`src/design/assert_macros.svh`:
```
// Assertion macros shared by the servo pulse ramp generator RTL.
// Each macro expands to one labeled concurrent assertion that reports through $error.
// The enclosing module must provide the clk and rst_n signals.
`ifndef ASSERT_MACROS_SVH
`define ASSERT_MACROS_SVH

// Checked at every rising clk edge, and switched off while reset is asserted.
`define ASSERT_CLK(label, prop, msg) \
    label: assert property (@(posedge clk) disable iff (!rst_n) (prop)) else $error(msg);

// Checked at every rising clk edge, including the cycles spent in reset.
`define ASSERT_CLK_ALWAYS(label, prop, msg) \
    label: assert property (@(posedge clk) (prop)) else $error(msg);

`endif

```
`src/design/sprg_pkg.sv`:
```
// Package for the servo pulse ramp generator: widths, reset values, command codes,
// the register index codes, the constant-divide reciprocal and the shared structs.
// It has no dependencies.
`timescale 1ns / 1ps

package sprg_pkg;

    localparam int CNT_W     = 16;
    localparam int WAIT_W    = 18;
    localparam int CFG_IDX_W = 2;
    localparam int NUM_SEG   = 3;

    localparam logic [CNT_W-1:0] PERIOD_RESET     = 16'd20000;
    localparam logic [CNT_W-1:0] STEP_DELAY_RESET = 16'd500;

    // Multiplying by ceil(2^19/10) and shifting right by 19 gives an exact
    // divide by ten for every 16-bit value. The same product shifted by 18 is
    // an exact divide by five.
    localparam int                    RECIP_W  = 17;
    localparam logic [RECIP_W-1:0]    RECIP_10 = 17'd52429;
    localparam int                    SHIFT_10 = 19;
    localparam int                    SHIFT_5  = 18;
    localparam int                    PROD_W   = CNT_W + RECIP_W;

    typedef enum logic [1:0] {
        CMD_TICK  = 2'd0,
        CMD_GO    = 2'd1,
        CMD_PLACE = 2'd2
    } cmd_t;

    typedef enum logic [CFG_IDX_W-1:0] {
        CFG_PERIOD     = 2'd0,
        CFG_STEP_DELAY = 2'd1
    } cfg_idx_t;

    typedef struct packed {
        logic [1:0]       cmd;
        logic [CNT_W-1:0] pos;
    } sprg_item_t;

    typedef struct packed {
        logic [CNT_W-1:0] period;
        logic [CNT_W-1:0] step_delay;
    } sprg_cfg_t;

endpackage

```
`src/design/sprg_ramp_core.sv`:
```
// Ramp state and its combinational update for the servo pulse ramp generator.
// Depends on sprg_pkg for widths, command codes, the divide reciprocal and structs.
`timescale 1ns / 1ps

module sprg_ramp_core
    import sprg_pkg::*;
(
    input  logic             clk,
    input  logic             rst_n,
    input  logic             step_en,
    input  sprg_item_t       item,
    input  sprg_cfg_t        cfg,
    output logic [CNT_W-1:0] compare_value,
    output logic             busy
);

    logic [CNT_W-1:0]  compare_reg, compare_next;
    logic [CNT_W-1:0]  ramp_pos_reg, ramp_pos_next;
    logic [CNT_W-1:0]  ramp_end_reg, ramp_end_next;
    logic [CNT_W-1:0]  bound_reg [NUM_SEG];
    logic [CNT_W-1:0]  bound_next [NUM_SEG];
    logic              ramp_up_reg, ramp_up_next;
    logic [WAIT_W-1:0] wait_cnt_reg, wait_cnt_next;
    logic              active_reg, active_next;

    logic [CNT_W-1:0]  end_val;
    logic              go_up;
    logic [CNT_W-1:0]  span;
    logic [PROD_W-1:0] prod;
    logic [CNT_W-1:0]  dist_div [NUM_SEG];
    logic [CNT_W-1:0]  pos_step;
    logic [NUM_SEG-1:0] in_seg;
    logic [WAIT_W-1:0] delay_x1, delay_x2, delay_x3, delay_x15;
    logic [WAIT_W-1:0] wait_step;
    logic [WAIT_W-1:0] wait_dec;

    always_comb
    begin
        // End compare value, saturated at zero.
        end_val = (cfg.period > item.pos) ? (cfg.period - item.pos) : '0;
        go_up   = compare_reg < end_val;
        span    = go_up ? (end_val - compare_reg) : (compare_reg - end_val);

        prod        = PROD_W'(span) * PROD_W'(RECIP_10);
        dist_div[0] = CNT_W'(prod >> SHIFT_10);
        dist_div[1] = CNT_W'(prod >> SHIFT_5);
        dist_div[2] = span >> 1;

        for (int i = 0; i < NUM_SEG; i++)
        begin
            bound_next[i] = go_up ? (compare_reg + dist_div[i])
                                  : (compare_reg - dist_div[i]);
        end

        delay_x1  = WAIT_W'(cfg.step_delay);
        delay_x2  = WAIT_W'({cfg.step_delay, 1'b0});
        delay_x3  = delay_x1 + delay_x2;
        delay_x15 = delay_x3 >> 1;

        // Wait for the position that the next ramp step writes.
        pos_step = ramp_up_reg ? (ramp_pos_reg + 16'd1) : (ramp_pos_reg - 16'd1);
        for (int i = 0; i < NUM_SEG; i++)
        begin
            in_seg[i] = ramp_up_reg ? (pos_step <= bound_reg[i])
                                    : (pos_step >= bound_reg[i]);
        end
        if (in_seg[0])
            wait_step = delay_x3;
        else if (in_seg[1])
            wait_step = delay_x2;
        else if (in_seg[2])
            wait_step = delay_x15;
        else
            wait_step = delay_x1;

        wait_dec = (wait_cnt_reg != '0) ? (wait_cnt_reg - 18'd1) : wait_cnt_reg;

        compare_next  = compare_reg;
        ramp_pos_next = ramp_pos_reg;
        ramp_end_next = ramp_end_reg;
        ramp_up_next  = ramp_up_reg;
        wait_cnt_next = wait_cnt_reg;
        active_next   = active_reg;

        if (step_en)
        begin
            case (cmd_t'(item.cmd))
                CMD_PLACE:
                begin
                    compare_next  = end_val;
                    active_next   = 1'b0;
                    wait_cnt_next = '0;
                end
                CMD_GO:
                begin
                    if (!active_reg)
                    begin
                        ramp_end_next = end_val;
                        ramp_pos_next = compare_reg;
                        ramp_up_next  = go_up;
                        // The start position always lies in the first tenth.
                        wait_cnt_next = delay_x3;
                        active_next   = 1'b1;
                    end
                end
                CMD_TICK:
                begin
                    if (active_reg)
                    begin
                        wait_cnt_next = wait_dec;
                        if (wait_dec == '0)
                        begin
                            compare_next = ramp_pos_reg;
                            if (ramp_pos_reg == ramp_end_reg)
                            begin
                                active_next = 1'b0;
                            end
                            else
                            begin
                                ramp_pos_next = pos_step;
                                wait_cnt_next = wait_step;
                            end
                        end
                    end
                end
                default:
                begin
                    compare_next = compare_reg;
                end
            endcase
        end
    end

    always_ff @(posedge clk or negedge rst_n)
    begin
        if (!rst_n)
        begin
            compare_reg  <= PERIOD_RESET;
            ramp_pos_reg <= '0;
            ramp_end_reg <= '0;
            ramp_up_reg  <= 1'b0;
            wait_cnt_reg <= '0;
            active_reg   <= 1'b0;
            for (int i = 0; i < NUM_SEG; i++)
            begin
                bound_reg[i] <= '0;
            end
        end
        else
        begin
            compare_reg  <= compare_next;
            ramp_pos_reg <= ramp_pos_next;
            ramp_end_reg <= ramp_end_next;
            ramp_up_reg  <= ramp_up_next;
            wait_cnt_reg <= wait_cnt_next;
            active_reg   <= active_next;
            if (step_en && (cmd_t'(item.cmd) == CMD_GO) && !active_reg)
            begin
                for (int i = 0; i < NUM_SEG; i++)
                begin
                    bound_reg[i] <= bound_next[i];
                end
            end
        end
    end

    assign compare_value = compare_reg;
    assign busy          = active_reg;

endmodule

```
`src/design/servo_pulse_ramp_generator_top.sv`:
```
// Top level of the servo pulse ramp generator: input stage, configuration registers,
// output handshake and assertions. Depends on sprg_pkg, sprg_ramp_core and
// assert_macros.svh.
//
// Usage. Each input beat carries a cmd and a target_position. A tick beat (one per
// microsecond) advances a running ramp, a go beat starts a ramp from the present
// compare value toward period minus target_position, and a place beat sets the
// compare value at once and cancels any ramp. Every input beat, including an
// ignored go or the unused command code, yields exactly one output beat that
// carries the compare value and the busy flag as they stand after that beat.
// Input beats are captured in an input register; the ramp core then updates its
// state, and that state register is the output register. An accepted beat passes
// through the input register and then the core's state register, and one beat is
// taken every cycle while the receiver keeps stall low. The core's update path is
// combinational: a subtract, one 16 by 17 constant multiply for the segment
// bounds, and an add.
// When the receiver stalls, the output beat holds, the captured input beat waits in
// the input register, and in_stall rises so no further input is taken.
// The configuration port is always ready; period and step_delay are written by index
// and should only change while no beat is in flight.
// Reset clears the input and output stages, loads period 20000 and step_delay 500,
// and leaves the compare value at 20000 with no ramp running.
`timescale 1ns / 1ps
`include "assert_macros.svh"

module servo_pulse_ramp_generator_top
    import sprg_pkg::*;
(
    input  logic                 clk,
    input  logic                 rst_n,

    input  logic                 in_valid,
    output logic                 in_stall,
    input  logic [1:0]           cmd,
    input  logic [CNT_W-1:0]     target_position,

    output logic                 out_valid,
    input  logic                 out_stall,
    output logic [CNT_W-1:0]     compare_value,
    output logic                 busy_res,

    input  logic                 cfg_valid,
    output logic                 cfg_ready,
    input  logic [CFG_IDX_W-1:0] cfg_index,
    input  logic [CNT_W-1:0]     cfg_data
);

    // Input stage: holds one accepted beat until the output slot is free.
    logic       s1_valid_reg, s1_valid_next;
    sprg_item_t s1_item_reg;

    logic out_valid_reg, out_valid_next;

    logic [CNT_W-1:0] period_reg;
    logic [CNT_W-1:0] step_delay_reg;

    logic       in_take;
    logic       out_free;
    logic       step_en;
    sprg_cfg_t  cfg;

    // The output slot can take a new beat when it is empty or is being drained.
    assign out_free = !out_valid_reg || !out_stall;
    assign step_en  = s1_valid_reg && out_free;
    assign in_stall = s1_valid_reg && !out_free;
    assign in_take  = in_valid && !in_stall;

    always_comb
    begin
        s1_valid_next = s1_valid_reg;
        if (in_take)
            s1_valid_next = 1'b1;
        else if (step_en)
            s1_valid_next = 1'b0;

        out_valid_next = out_valid_reg;
        if (step_en)
            out_valid_next = 1'b1;
        else if (!out_stall)
            out_valid_next = 1'b0;
    end

    always_ff @(posedge clk or negedge rst_n)
    begin
        if (!rst_n)
        begin
            s1_valid_reg  <= 1'b0;
            out_valid_reg <= 1'b0;
        end
        else
        begin
            s1_valid_reg  <= s1_valid_next;
            out_valid_reg <= out_valid_next;
        end
    end

    always_ff @(posedge clk)
    begin
        if (in_take)
        begin
            s1_item_reg.cmd <= cmd;
            s1_item_reg.pos <= target_position;
        end
    end

    // Configuration registers; writes to an index beyond the list are dropped.
    assign cfg_ready = 1'b1;

    always_ff @(posedge clk or negedge rst_n)
    begin
        if (!rst_n)
        begin
            period_reg     <= PERIOD_RESET;
            step_delay_reg <= STEP_DELAY_RESET;
        end
        else if (cfg_valid && cfg_ready)
        begin
            case (cfg_idx_t'(cfg_index))
                CFG_PERIOD:     period_reg     <= cfg_data;
                CFG_STEP_DELAY: step_delay_reg <= cfg_data;
                default:        period_reg     <= period_reg;
            endcase
        end
    end

    assign cfg.period     = period_reg;
    assign cfg.step_delay = step_delay_reg;

    sprg_ramp_core u_core
    (
        .clk           (clk),
        .rst_n         (rst_n),
        .step_en       (step_en),
        .item          (s1_item_reg),
        .cfg           (cfg),
        .compare_value (compare_value),
        .busy          (busy_res)
    );

    assign out_valid = out_valid_reg;

    // A captured beat is never dropped while the output is blocked.
    `ASSERT_CLK(a_s1_hold, (s1_valid_reg && !out_free) |=> s1_valid_reg, "input beat lost while output blocked")

    // The ramp state only moves on a beat that enters the output slot.
    `ASSERT_CLK(a_busy_fall_on_step, $fell(busy_res) |-> $past(step_en), "busy fell without a beat")

    // While a ramp keeps running, each beat moves the compare value by at most one count.
    `ASSERT_CLK(a_ramp_one_count, ($past(busy_res) && busy_res) |-> ((compare_value == $past(compare_value)) || (compare_value == $past(compare_value) + 16'd1) || (compare_value == $past(compare_value) - 16'd1)), "ramp moved by more than one count")

endmodule
```
`config.mk`:
```
export PLATFORM = sky130hd
export DESIGN_NAME = servo_pulse_ramp_generator_top
export DESIGN_NICKNAME = d
export VERILOG_FILES = /design/src/design/sprg_pkg.sv /design/src/design/sprg_ramp_core.sv /design/src/design/servo_pulse_ramp_generator_top.sv
export VERILOG_INCLUDE_DIRS = /design/src /design/src/design
export SDC_FILE = /design/constraint.sdc
export NUM_CORES = 1
export LEC_CHECK = 0
export ABC_AREA = 1
export BUFFER_PORTS_ARGS = -buffer_cell sky130_fd_sc_hd__buf_2
export CAP_MARGIN = 25
export CELL_PAD_IN_SITES_DETAIL_PLACEMENT = 0
export CELL_PAD_IN_SITES_GLOBAL_PLACEMENT = 2
export CORE_ASPECT_RATIO = 0.9
export CORE_UTILIZATION = 38
export CTS_CLUSTER_DIAMETER = 50
export DETAILED_ROUTE_END_ITERATION = 10
export PLACE_DENSITY_LB_ADDON = 0.08
export SYNTH_ARGS = -nofsm -noshare
export SYNTH_HDL_FRONTEND = slang
export SYNTH_SLANG_ARGS = --single-unit
export TNS_END_PERCENT = 1
```
`constraint.sdc`:
```
create_clock -name clk -period 15.4 [get_ports clk]
set_clock_uncertainty 0.05 [all_clocks]
set_input_delay 3.08 -clock clk [delete_from_list [all_inputs] [get_ports clk]]
set_output_delay 3.08 -clock clk [all_outputs]
set_load 0.03 [all_outputs]
```
== Yosys cells after proc, flatten, opt, wreduce, memory -nomap -nowiden ==
Index checks and enable logic that the tools add are counted.

* Bits in registers: 168
* Latch bits: 0
* Bits in writable memories: 0
* Memory bits (read-only): 0
* Logic and storage cells: 107
* Memories kept: 0

* Add/sub/neg operators: 13
* Multipliers: 1
* Divide/modulo/power cells: 0
* $lt $le $gt $ge: 8
* Equal/unequal tests: 9
* Shift-type cells: 0
* Multiplexer cells: 34
* Bitwise gates (word level): 1
* Reductions and logical operators: 26

{| class="wikitable"
|+ Operator list
! cell !! number
|-
| two-way mux 16 bit || 12
|-
| two-way mux 18 bit || 6
|-
| one-hot mux 16 bit (2 select lines) || 2
|-
| one-hot mux 18 bit (3 select lines) || 1
|-
| greater-or-equal comparator 16 bit || 3
|-
| <= comparator 16 bit || 3
|-
| subtractor 16 bit || 3
|-
| two-way mux 17 bit || 2
|-
| multiplier 16 x 16 -> 32 bit, second input constant || 1
|-
| adder 16 x 17 -> 18 bit || 1
|-
| zero test 18 bit || 1
|-
| nonzero test 18 bit || 1
|-
| subtractor 18 x 1 -> 18 bit, second input constant || 1
|-
| adder 16 x 1 -> 16 bit, second input constant || 1
|-
| adder 16 x 13 -> 16 bit || 1
|-
| adder 16 x 14 -> 16 bit || 1
|-
| adder 16 x 15 -> 16 bit || 1
|-
| equality test 16 bit || 1
|-
| greater-than comparator 16 bit || 1
|-
| < comparator 16 bit || 1
|-
| subtractor 16 x 1 -> 16 bit, second input constant || 1
|-
| subtractor 16 x 13 -> 16 bit || 1
|-
| subtractor 16 x 14 -> 16 bit || 1
|-
| subtractor 16 x 15 -> 16 bit || 1
|-
| other kinds (17) || 44
|}

== Longest topological paths before layout ==
Gate-level depths: netlist of run 1.

* Depth in word-level cells: 11
* Mapped depth: 74
* Gate-level depth less buffers: 73

== By module ==
From an unflattened synthesis of run 1, not the netlist that was laid out.

* Cell total of the unflattened synthesis: 2949
* Area, all modules: 21241.6 um^2

{| class="wikitable"
|+ Modules (own cells, without submodules)
! module !! times used !! cells an instance !! area each (um^2)
|-
| sprg_ramp_core || 1 || 2774 || 19235.9
|-
| servo_pulse_ramp_generator_top || 1 || 175 || 2005.7
|}

== Worst setup path before layout of run 1 ==
OpenSTA, ideal clock, no wires.

* Kind: reg-to-reg
* Start: reg period_reg[0]
* End: reg u_core.bound_reg[46] in the netlist's numbering
* Library setup time: 0.133 ns
* Data arrival time: 11.382 ns
* Setup slack: 3.835 ns
* Cell stages (with the launch flop): 71
* Buffers on the path: 2
* Cell sequence: dfrtp_1 > inv_1 > ha_1 > inv_1 > fa_1 > nand3_1 > nand3_1 > a21oi_1 > nor2_1 > nor2_1 > o21ai_1 > a21boi_0 > o21ai_1 > nand2_1 > nand3_1 > nand2_1 > buf_2 > a21oi_1 > [... 35 more ...] > nand4_1 > nand2_1 > xor2_1 > ha_1 > a21oi_1 > nand2_1 > nand2_1 > nand2_1 > a21oi_1 > o21ai_0 > a21o_1 > a21oi_1 > o21ai_0 > a21oi_1 > nor2_1 > nor2_1 > xor2_1 > o21ai_0

* Longest elaborated chain between the ends: 7

{| class="wikitable"
|+ RTL lines
! what !! line !! text
|-
| start, declared || servo_pulse_ramp_generator_top.sv:54 || <nowiki>logic [CNT_W-1:0] period_reg;</nowiki>
|-
| start signal, assigned || servo_pulse_ramp_generator_top.sv:119 || <nowiki>CFG_PERIOD: period_reg <= cfg_data;</nowiki>
|-
| start signal, assigned || servo_pulse_ramp_generator_top.sv:121 || <nowiki>default: period_reg <= period_reg;</nowiki>
|-
| subtractor 16 bit or greater-than comparator 16 bit (tied branches) || sprg_ramp_core.sv:40 || <nowiki>end_val = (cfg.period > item.pos) ? (cfg.period - item.pos) : '0;</nowiki>
|-
| two-way mux 16 bit (*) || sprg_ramp_core.sv:40 ||
|-
| subtractor 16 bit or < comparator 16 bit (tied branches) || sprg_ramp_core.sv:42, sprg_ramp_core.sv:41 ||
|-
| two-way mux 16 bit || sprg_ramp_core.sv:42 || <nowiki>span = go_up ? (end_val - compare_reg) : (compare_reg - end_val);</nowiki>
|-
| multiplier 16 x 16 -> 32 bit || sprg_ramp_core.sv:44 || <nowiki>prod = PROD_W'(span) * PROD_W'(RECIP_10);</nowiki>
|-
| subtractor 16 x 13 -> 16 bit or adder 16 x 13 -> 16 bit (tied branches) || sprg_ramp_core.sv:52, sprg_ramp_core.sv:51 ||
|-
| two-way mux 16 bit (*) || sprg_ramp_core.sv:51 || <nowiki>bound_next[i] = go_up ? (compare_reg + dist_div[i])</nowiki>
|-
| end signal, assigned by index || sprg_ramp_core.sv:161 || <nowiki>bound_reg[i] <= bound_next[i];</nowiki>
|-
| end, declared || sprg_ramp_core.sv:20 || <nowiki>logic [CNT_W-1:0] bound_reg [NUM_SEG];</nowiki>
|}

Mark *: on every way between the ends. The rest lies on a longest branch, timed or not.
A chain may end at the register's enable or synchronous reset.

== Worst setup path after layout of run 1 ==
* Start: reg period_reg[0]
* End: reg u_core.bound_reg[46] in the netlist's numbering

* Longest elaborated chain between the ends: 7

{| class="wikitable"
|+ RTL lines
! what !! line !! text
|-
| subtractor 16 bit or greater-than comparator 16 bit (tied branches) || sprg_ramp_core.sv:40 ||
|-
| two-way mux 16 bit (*) || sprg_ramp_core.sv:40 ||
|-
| via u_core.end_val[14] || sprg_ramp_core.sv:26 || <nowiki>logic [CNT_W-1:0] end_val;</nowiki>
|-
| subtractor 16 bit or < comparator 16 bit (tied branches) || sprg_ramp_core.sv:42, sprg_ramp_core.sv:41 ||
|-
| two-way mux 16 bit || sprg_ramp_core.sv:42 ||
|-
| multiplier 16 x 16 -> 32 bit || sprg_ramp_core.sv:44 ||
|-
| subtractor 16 x 13 -> 16 bit or adder 16 x 13 -> 16 bit (tied branches) || sprg_ramp_core.sv:52, sprg_ramp_core.sv:51 ||
|-
| two-way mux 16 bit (*) || sprg_ramp_core.sv:51 ||
|}

The timed path passes the listed nets; every way through them passes the cells marked *.

==> results of run 1 <==
==> layout make-up <==
class                           instances  share of cell area, %
Clock buffer                           18                   1.95
Clock inverter                         14                  0.615
Inverter                              512                   8.52
Multi-Input combinational cell       2117                   63.8
Sequential cell                       168                   19.1
Tap cell                              705                   3.91
Timing Repair Buffer                   77                   2.09
==> cells in the final DEF (no fill, tap or decap), types with 21 or more instances in the layout <==
master,count
nor3_1,27
xor2_1,124
ha_1,315
buf_2,58
dfrtp_1,134
fa_1,86
nor2_1,197
nand2_1,612
xnor2_1,35
o21ai_0,180
a21oi_1,192
inv_1,506
nand3_1,125
nand4_1,21
==> path summary, 6_finish.rpt <==
kind	startpoint	endpoint	slack, ns	cells after the start
max	period_reg[0]	u_core.bound_reg[46]	1.54	69
min	s1_valid_reg	out_valid	0.43	2
max reg2reg	period_reg[0]	u_core.bound_reg[46]	1.54	69
min reg2reg	s1_valid_reg	out_valid	0.43	2
max in group asynchronous	rst_n	u_core.ramp_end_reg[2]	11.92	2
min in group asynchronous	rst_n	u_core.wait_cnt_reg[10]	2.35	1
==> per-layer routing <==
layer,GRT usage [%],up-vias
met2,34.9,440
li1,-,9306
met5,0,-
met1,39.5,8717
met3,3.41,36
met4,4.69,0
==> critical path: cells and delay by family (launching register included) <==
family,cells,cell delay [ns]
fa+ha+maj,11,4.54
flops,1,0.38
xor+xnor,5,1.40
compound gates,14,2.52
buf+inv,14,1.66
simple gates,25,3.17
==> stage by stage <==
stage	cells	hold WS, ns
final	3611	0.434
after global placement	3575	0.405
after detailed placement	3578	0.423
after CTS	3610	0.440
after floorplan	2853	0.398
after global routing	3611	0.462
==> timing repair <==
action | CTS | global route
endpoints found under the setup margin | 0 | 1
setup buffers | 0 | 0
gates resized for setup | 0 | 1
==> cell families after synthesis <==
logic type | count (synthesis) | synth area share [%]
buf+inv | 568 | 10.4
fa+ha+maj | 401 | 27.1
simple gates | 1046 | 21.1
flops | 168 | 20.7
other cells | 1 | 0.0180
xor+xnor | 162 | 6.87
compound gates | 507 | 13.8
==> summary.md, run 1 <==
| Metric | Value |
|---|---|
| Root Driver | clkbuf_16 |
| H-tree Lvls | 4 |
| Commonest cells in the netlist | nand2_1, inv_1, ha_1, nor2_1, a21oi_1 |
| Synth cell types | 64 |
| Final WS setup | 1.54 ns |
| RSZ-0062 raised after global routing | false |
| Antenna cells | 0 |
| DR pass1 iterations | 5 |
| Post-Syn Area | ~21000 sq um |
| Gr ovfl total | 0 |
| Routed wl met2 | 27.5 mm |
| Tmin final | 13.86 ns |
| Synth warn | 0 |
| Die Y | ~220 microns |
| Critical Path RT | 15.68 ns |
| Top post-synthesis cells by area | ha_1, dfrtp_1, nand2_1 |
| Critical path launch point type | register |
| Initial Utilization | 38.4% |
| Residual DRC | 0 |
| RD Place Congestion | 0.882 |
| I/O pins | 61 |
| Post-layout util | 41.6% |
| Post-route cell area | between 20000 and 25000 sq um |
| Antenna violations before repair | 1 |
| Later-pin clock latency in the skew report | 0.48 ns |
| Top Metal Used | met4 |
| Most used DFF post-synth | dfrtp_1 |
| Largest area contributor in the netlist | ha_1 |
| Cell with the biggest individual delay on the critical path | fa_1 |
| Core area | 54300 sq um |
| Avg WL per Cell | 19.0 microns |
| Pre-CTS setup slack | 1.36 ns |
| Setup_tns | 0 ns |
| Global-route wire length before repair | approximately 110 mm |
| Worst-path maximum fanout | 41 |
| Highest clock rate | 72.2 MHz |
| Via Count | 18499 |
| CTS max path bufs | 2 |
| Net count of the finished layout | 3335 |
| Placed Area | between 20000 and 25000 sq um |
| DIE WIDTH | 249 microns |
| Die area | between 50000 and 60000 sq um |
| Metal3 WL | 3.49 mm |
| Placed wire-length estimate | around 56 mm |
| Antenna Nets Post-Route | 0 |
| Max Slew Vio Count | 0 |
| Post-synth ARST share | 89.3% |
| Max-cap check violation count | 0 |
| Largest net degree at the start of global routing | 98 |
| Mapped Cells | 2853 |
| Final worst-path cycle share | between 80% and 90% |
| Post-synthesis register bit count | 168 |
| Syn Nets | 3295 |
| Vias in the first global route | 17465 |
| Footprint of the multi-input gates | 14400 sq um |
| Max reg flops | 48 |
| Routed vias/inst | ~5.1 |
| Post-synthesis sequential area ratio | 20.7% |
| Row count | 81 |
| FILL cells | 5735 |
| Status | completed |
| Layout cells sized above 1 | 6.37% |
| Fin. Hold Viols | 0 |
| Number of synthesized flops with an enable pin | 18 |
| Clk sink count | 168 |
| Hold Crit Class | reg -> reg |
| Data arrival, critical path | 14.14 ns |
| Critical Path Most Common Cell | nand2_1 |
| Top cell type's share of synthesized area | 18.9% |
| Post-synthesis average cell area | approximately 7.3 sq um |
| Metal-1 WL | 36.8 mm |
| Top-count cell post-synth | nand2_1 |
| Hold-fix buffers, CTS | 0 |
| DRT iter0 DRCs | 1389 |
| Area grow syn2layout | 8.19% |
| Final setup vio count | 0 |
| Worst setup EP type | register |
| TritonCTS clock tree | done |
| Crit Path Class | reg -> reg |
| GRT Total Usage | 24.8% |
| DRT Wirelength | 68.6 mm |
| CP max stage delay | roughly 0.54 ns |
| # port buffers | 59 |
| Sequential Area | 4310 sq um |
| Slew headroom | a little over a third |
| Slew at the pin with the worst max-slew slack | 0.957 ns |
| Reg clk slew, reported paths | 0.08 ns |
| CTS Buf Count | 17 |
Power of run 1 is left out: the tool's default activity adds up to more than one toggle a clock period on the data nets, which glitch-free logic cannot reach.
==> inputs of run 2 (changes only) <==
- CORE_UTILIZATION: 38 -> 35
- SYNTH_HIERARCHICAL: default -> 1
==> run 2 against run 1 <==
Register-to-register slack better by 0.07 ns. Largest cell class unchanged. Maximum frequency is 0.51% higher. Worst setup slack better by 0.070 ns. Worst hold slack worse by 0.015 ns.
==> summary.md, run 2 <==
| Metric | Value |
|---|---|
| Top cell type's share of synthesized area | 18.6% (-0.33 points) |
| GRT Total Usage | 23.4% (-1.4 points) |
| CP max stage delay | 0.87 ns (+0.33 ns) |
| Die Y | 236 microns (+5.1%) |
| DRT Wirelength | 70.9 mm (+3.4%) |
| Final setup vio count | 0 (unchanged) |
| Net count of the finished layout | 3431 (+2.9%) |
| Post-synth ARST share | 89.3% (unchanged) |
| Status | completed |
| Antenna violations before repair | 2 (+1) |
| Tmin final | 13.79 ns (-0.0700 ns) |
| RD Place Congestion | 0.882 (about the same) |
| Commonest non-fill, non-tap cell in the layout | nand2_1 |
| Global-route wire length before repair | 109 mm (+3.7%) |
| Initial Utilization | 35.5% (-2.9 points) |
| Critical Path RT | 15.69 ns (about the same) |
| Mapped Cells | 2949 (+3.4%) |
| Data arrival, critical path | 14.08 ns (-0.06 ns) |
| Slew at the pin with the worst max-slew slack | 1.09 ns (+0.136 ns) |
| Pre-CTS setup slack | 1.27 ns (-0.0947 ns) |
| Fin. Hold Viols | 0 (unchanged) |
| Reg clk slew, reported paths | 0.08 ns (about the same) |
| Setup_tns | 0 ns (unchanged) |
| Post-Syn Area | 21200 sq um (+1.8%) |
| Post-CTS setup buffers | 0 (unchanged) |
| Top post-synthesis cells by area | ha_1, dfrtp_1, nand2_1 |
| DIE WIDTH | 262 microns (+5.1%) |
| Post-synthesis average cell area | 7.20 sq um (-1.5%) |
| Vias in the first global route | 18101 (+3.6%) |
| Post-synthesis sequential area ratio | 20.3% (-0.37 points) |
| DRT iter0 DRCs | 1321 (-4.9%) |
| Max-cap check violation count | 0 (unchanged) |
| Die area | 61700 sq um (+10%) |
| Final worst-path cycle share | 89.5% (-0.45 points) |
| Number of synthesized flops with an enable pin | 18 (unchanged) |
| Core area | 59900 sq um (+10%) |
| Largest area contributor in the netlist | ha_1 |
| Max Slew Vio Count | 0 (unchanged) |
| CTS max path bufs | 2 (unchanged) |
| I/O pins | 61 (unchanged) |
| Worst setup EP type | register |
| Area grow syn2layout | 8.48% |
| Cells after DPL | 3750 (+4.8%) |
| # port buffers | 59 (unchanged) |
| CTS Buf Count | 17 (unchanged) |
| Residual DRC | 0 (unchanged) |
| Via Count | 19038 (+2.9%) |
| Top-count cell post-synth | nand2_1 |
| Slew headroom | 26.3% (-9.7 points) |
| Largest net degree at the start of global routing | 92 (-6.1%) |
| RSZ-0062 raised after global routing | false |
| Highest clock rate | 72.5 MHz (+0.51%) |
| Most used DFF post-synth | dfrtp_1 |
| Root Driver | clkbuf_16 |
| Hold Crit Class | reg -> reg |
| H-tree Lvls | 4 (unchanged) |
| TritonCTS clock tree | done |
| Row count | 85 (+4.9%) |
| Avg WL per Cell | 18.7 microns (-1.4%) |
| Post-synthesis register bit count | 168 (unchanged) |
| Layout Cells excl Fill | 3786 (+4.8%) |
| Clk sink count | 168 (unchanged) |
| Syn Nets | 3391 (+2.9%) |
| Placed wire-length estimate | 59.0 mm (+4.6%) |
| Critical path launch point type | register |
| Worst-path maximum fanout | 39 (-4.9%) |
| Max reg flops | 48 (unchanged) |
| DR pass1 iterations | 5 (unchanged) |
| Post_cts resized | 0 (unchanged) |
| Later-pin clock latency in the skew report | 0.48 ns (about the same) |
| Cell with the biggest individual delay on the critical path | o21ai_0 |
| Synth cell types | 68 (+6.3%) |
| Crit Path Class | reg -> reg |
| Layout cells sized above 1 | 6.23% (-0.14 points) |
| Gr ovfl total | 0 (unchanged) |
| Most frequent cells in the layout | nand2_1, inv_1, ha_1 |
| Hold-fix buffers, CTS | 0 (unchanged) |
| Antenna Nets Post-Route | 0 (unchanged) |
| Commonest cells in the netlist | nand2_1, inv_1, ha_1, nor2_1, a21oi_1 |
| Fin Hold WS | 0.419 ns (-0.0150 ns) |
| Routed vias/inst | 5.03 (-1.8%) |
| Synth warn | 6 (+6) |
| Final WS setup | 1.61 ns (+0.0700 ns) |
run 2: cell types whose count changed after synthesis, sizes merged, moves of 7 or more:
cell    before  now
inv        511  519
nor2       210  225
buf         15   29
nand2      626  712
nand4       22   44
clkbuf      41   27
a21oi      195  187
nor4        10    3
run 2: critical path, delay by kind of cell, from the launching register on:
kind | cells | cell delay, ns
buffers and inverters | 9 | 0.97
xor gates and xnor gates | 2 | 1.13
adders and majority gates | 11 | 4.40
and+or+nand+nor | 14 | 1.64
DFF | 1 | 0.42
AOI/OAI and AO/OA | 20 | 5.02
run 2: worst paths after layout:
check / from / endpoint / slack, ns / cells past startpoint
worst max-delay path: period_reg[2] / u_core/bound_reg[30] / 1.61 / 56
worst min-delay path: period_reg[14] / period_reg[14] / 0.42 / 2
worst max register to register: period_reg[2] / u_core/bound_reg[30] / 1.61 / 56
worst min register to register: period_reg[14] / period_reg[14] / 0.42 / 2
max in group asynchronous: rst_n / step_delay_reg[7] / 11.55 / 3
min in group asynchronous: rst_n / u_core/bound_reg[44] / 2.58 / 1
run 2: stage by stage:
step / area, sq um / utilization [%]
2_1_floorplan: 21200 / -
3_3_place_gp: 22300 / 37.3
3_5_place_dp: 22400 / 37.3
4_1_cts: 23000 / 38.3
5_1_grt: 23000 / 38.5
6_report: 23000 / 38.5
run 2: logic make-up (layout without fill, tap and decap cells):
kind of cell	after synthesis	count (layout)	synth area share, %
flip-flops	168	168	20.3
adder cells (fa/ha/maj)	401	401	26.7
AND/OR/NAND/NOR	1161	1161	23.3
AO/OA/AOI/OAI	490	490	12.8
XOR/XNOR	151	151	6.33
buffers and inverters	577	630	10.6
other	1	2	0.0177
run 2: cell type report:
| type | count | area [sq um] |
|---|---|---|
| diodes | 1 | 2.50 |
| clock buffers | 18 | 439 |
| flip-flops and latches | 168 | 4310 |
| fillers | 6366 | 36800 |
| repair buffers | 77 | 504 |
| multi-input cells | 2204 | 14700 |
| well taps | 783 | 980 |
| clock inverters | 14 | 156 |
| inverters | 521 | 1960 |
run 2: layer usage:
metal  vias to the layer above  track usage [%]  wire [microns]
met2                       401             33.0           28600
met3                        39             3.51            3400
met1                      9003             37.3           38100
li1                       9595                -               -
met4                         0             3.93             808
met5                         -                0               0
Power of run 2 is left out for the same reason.
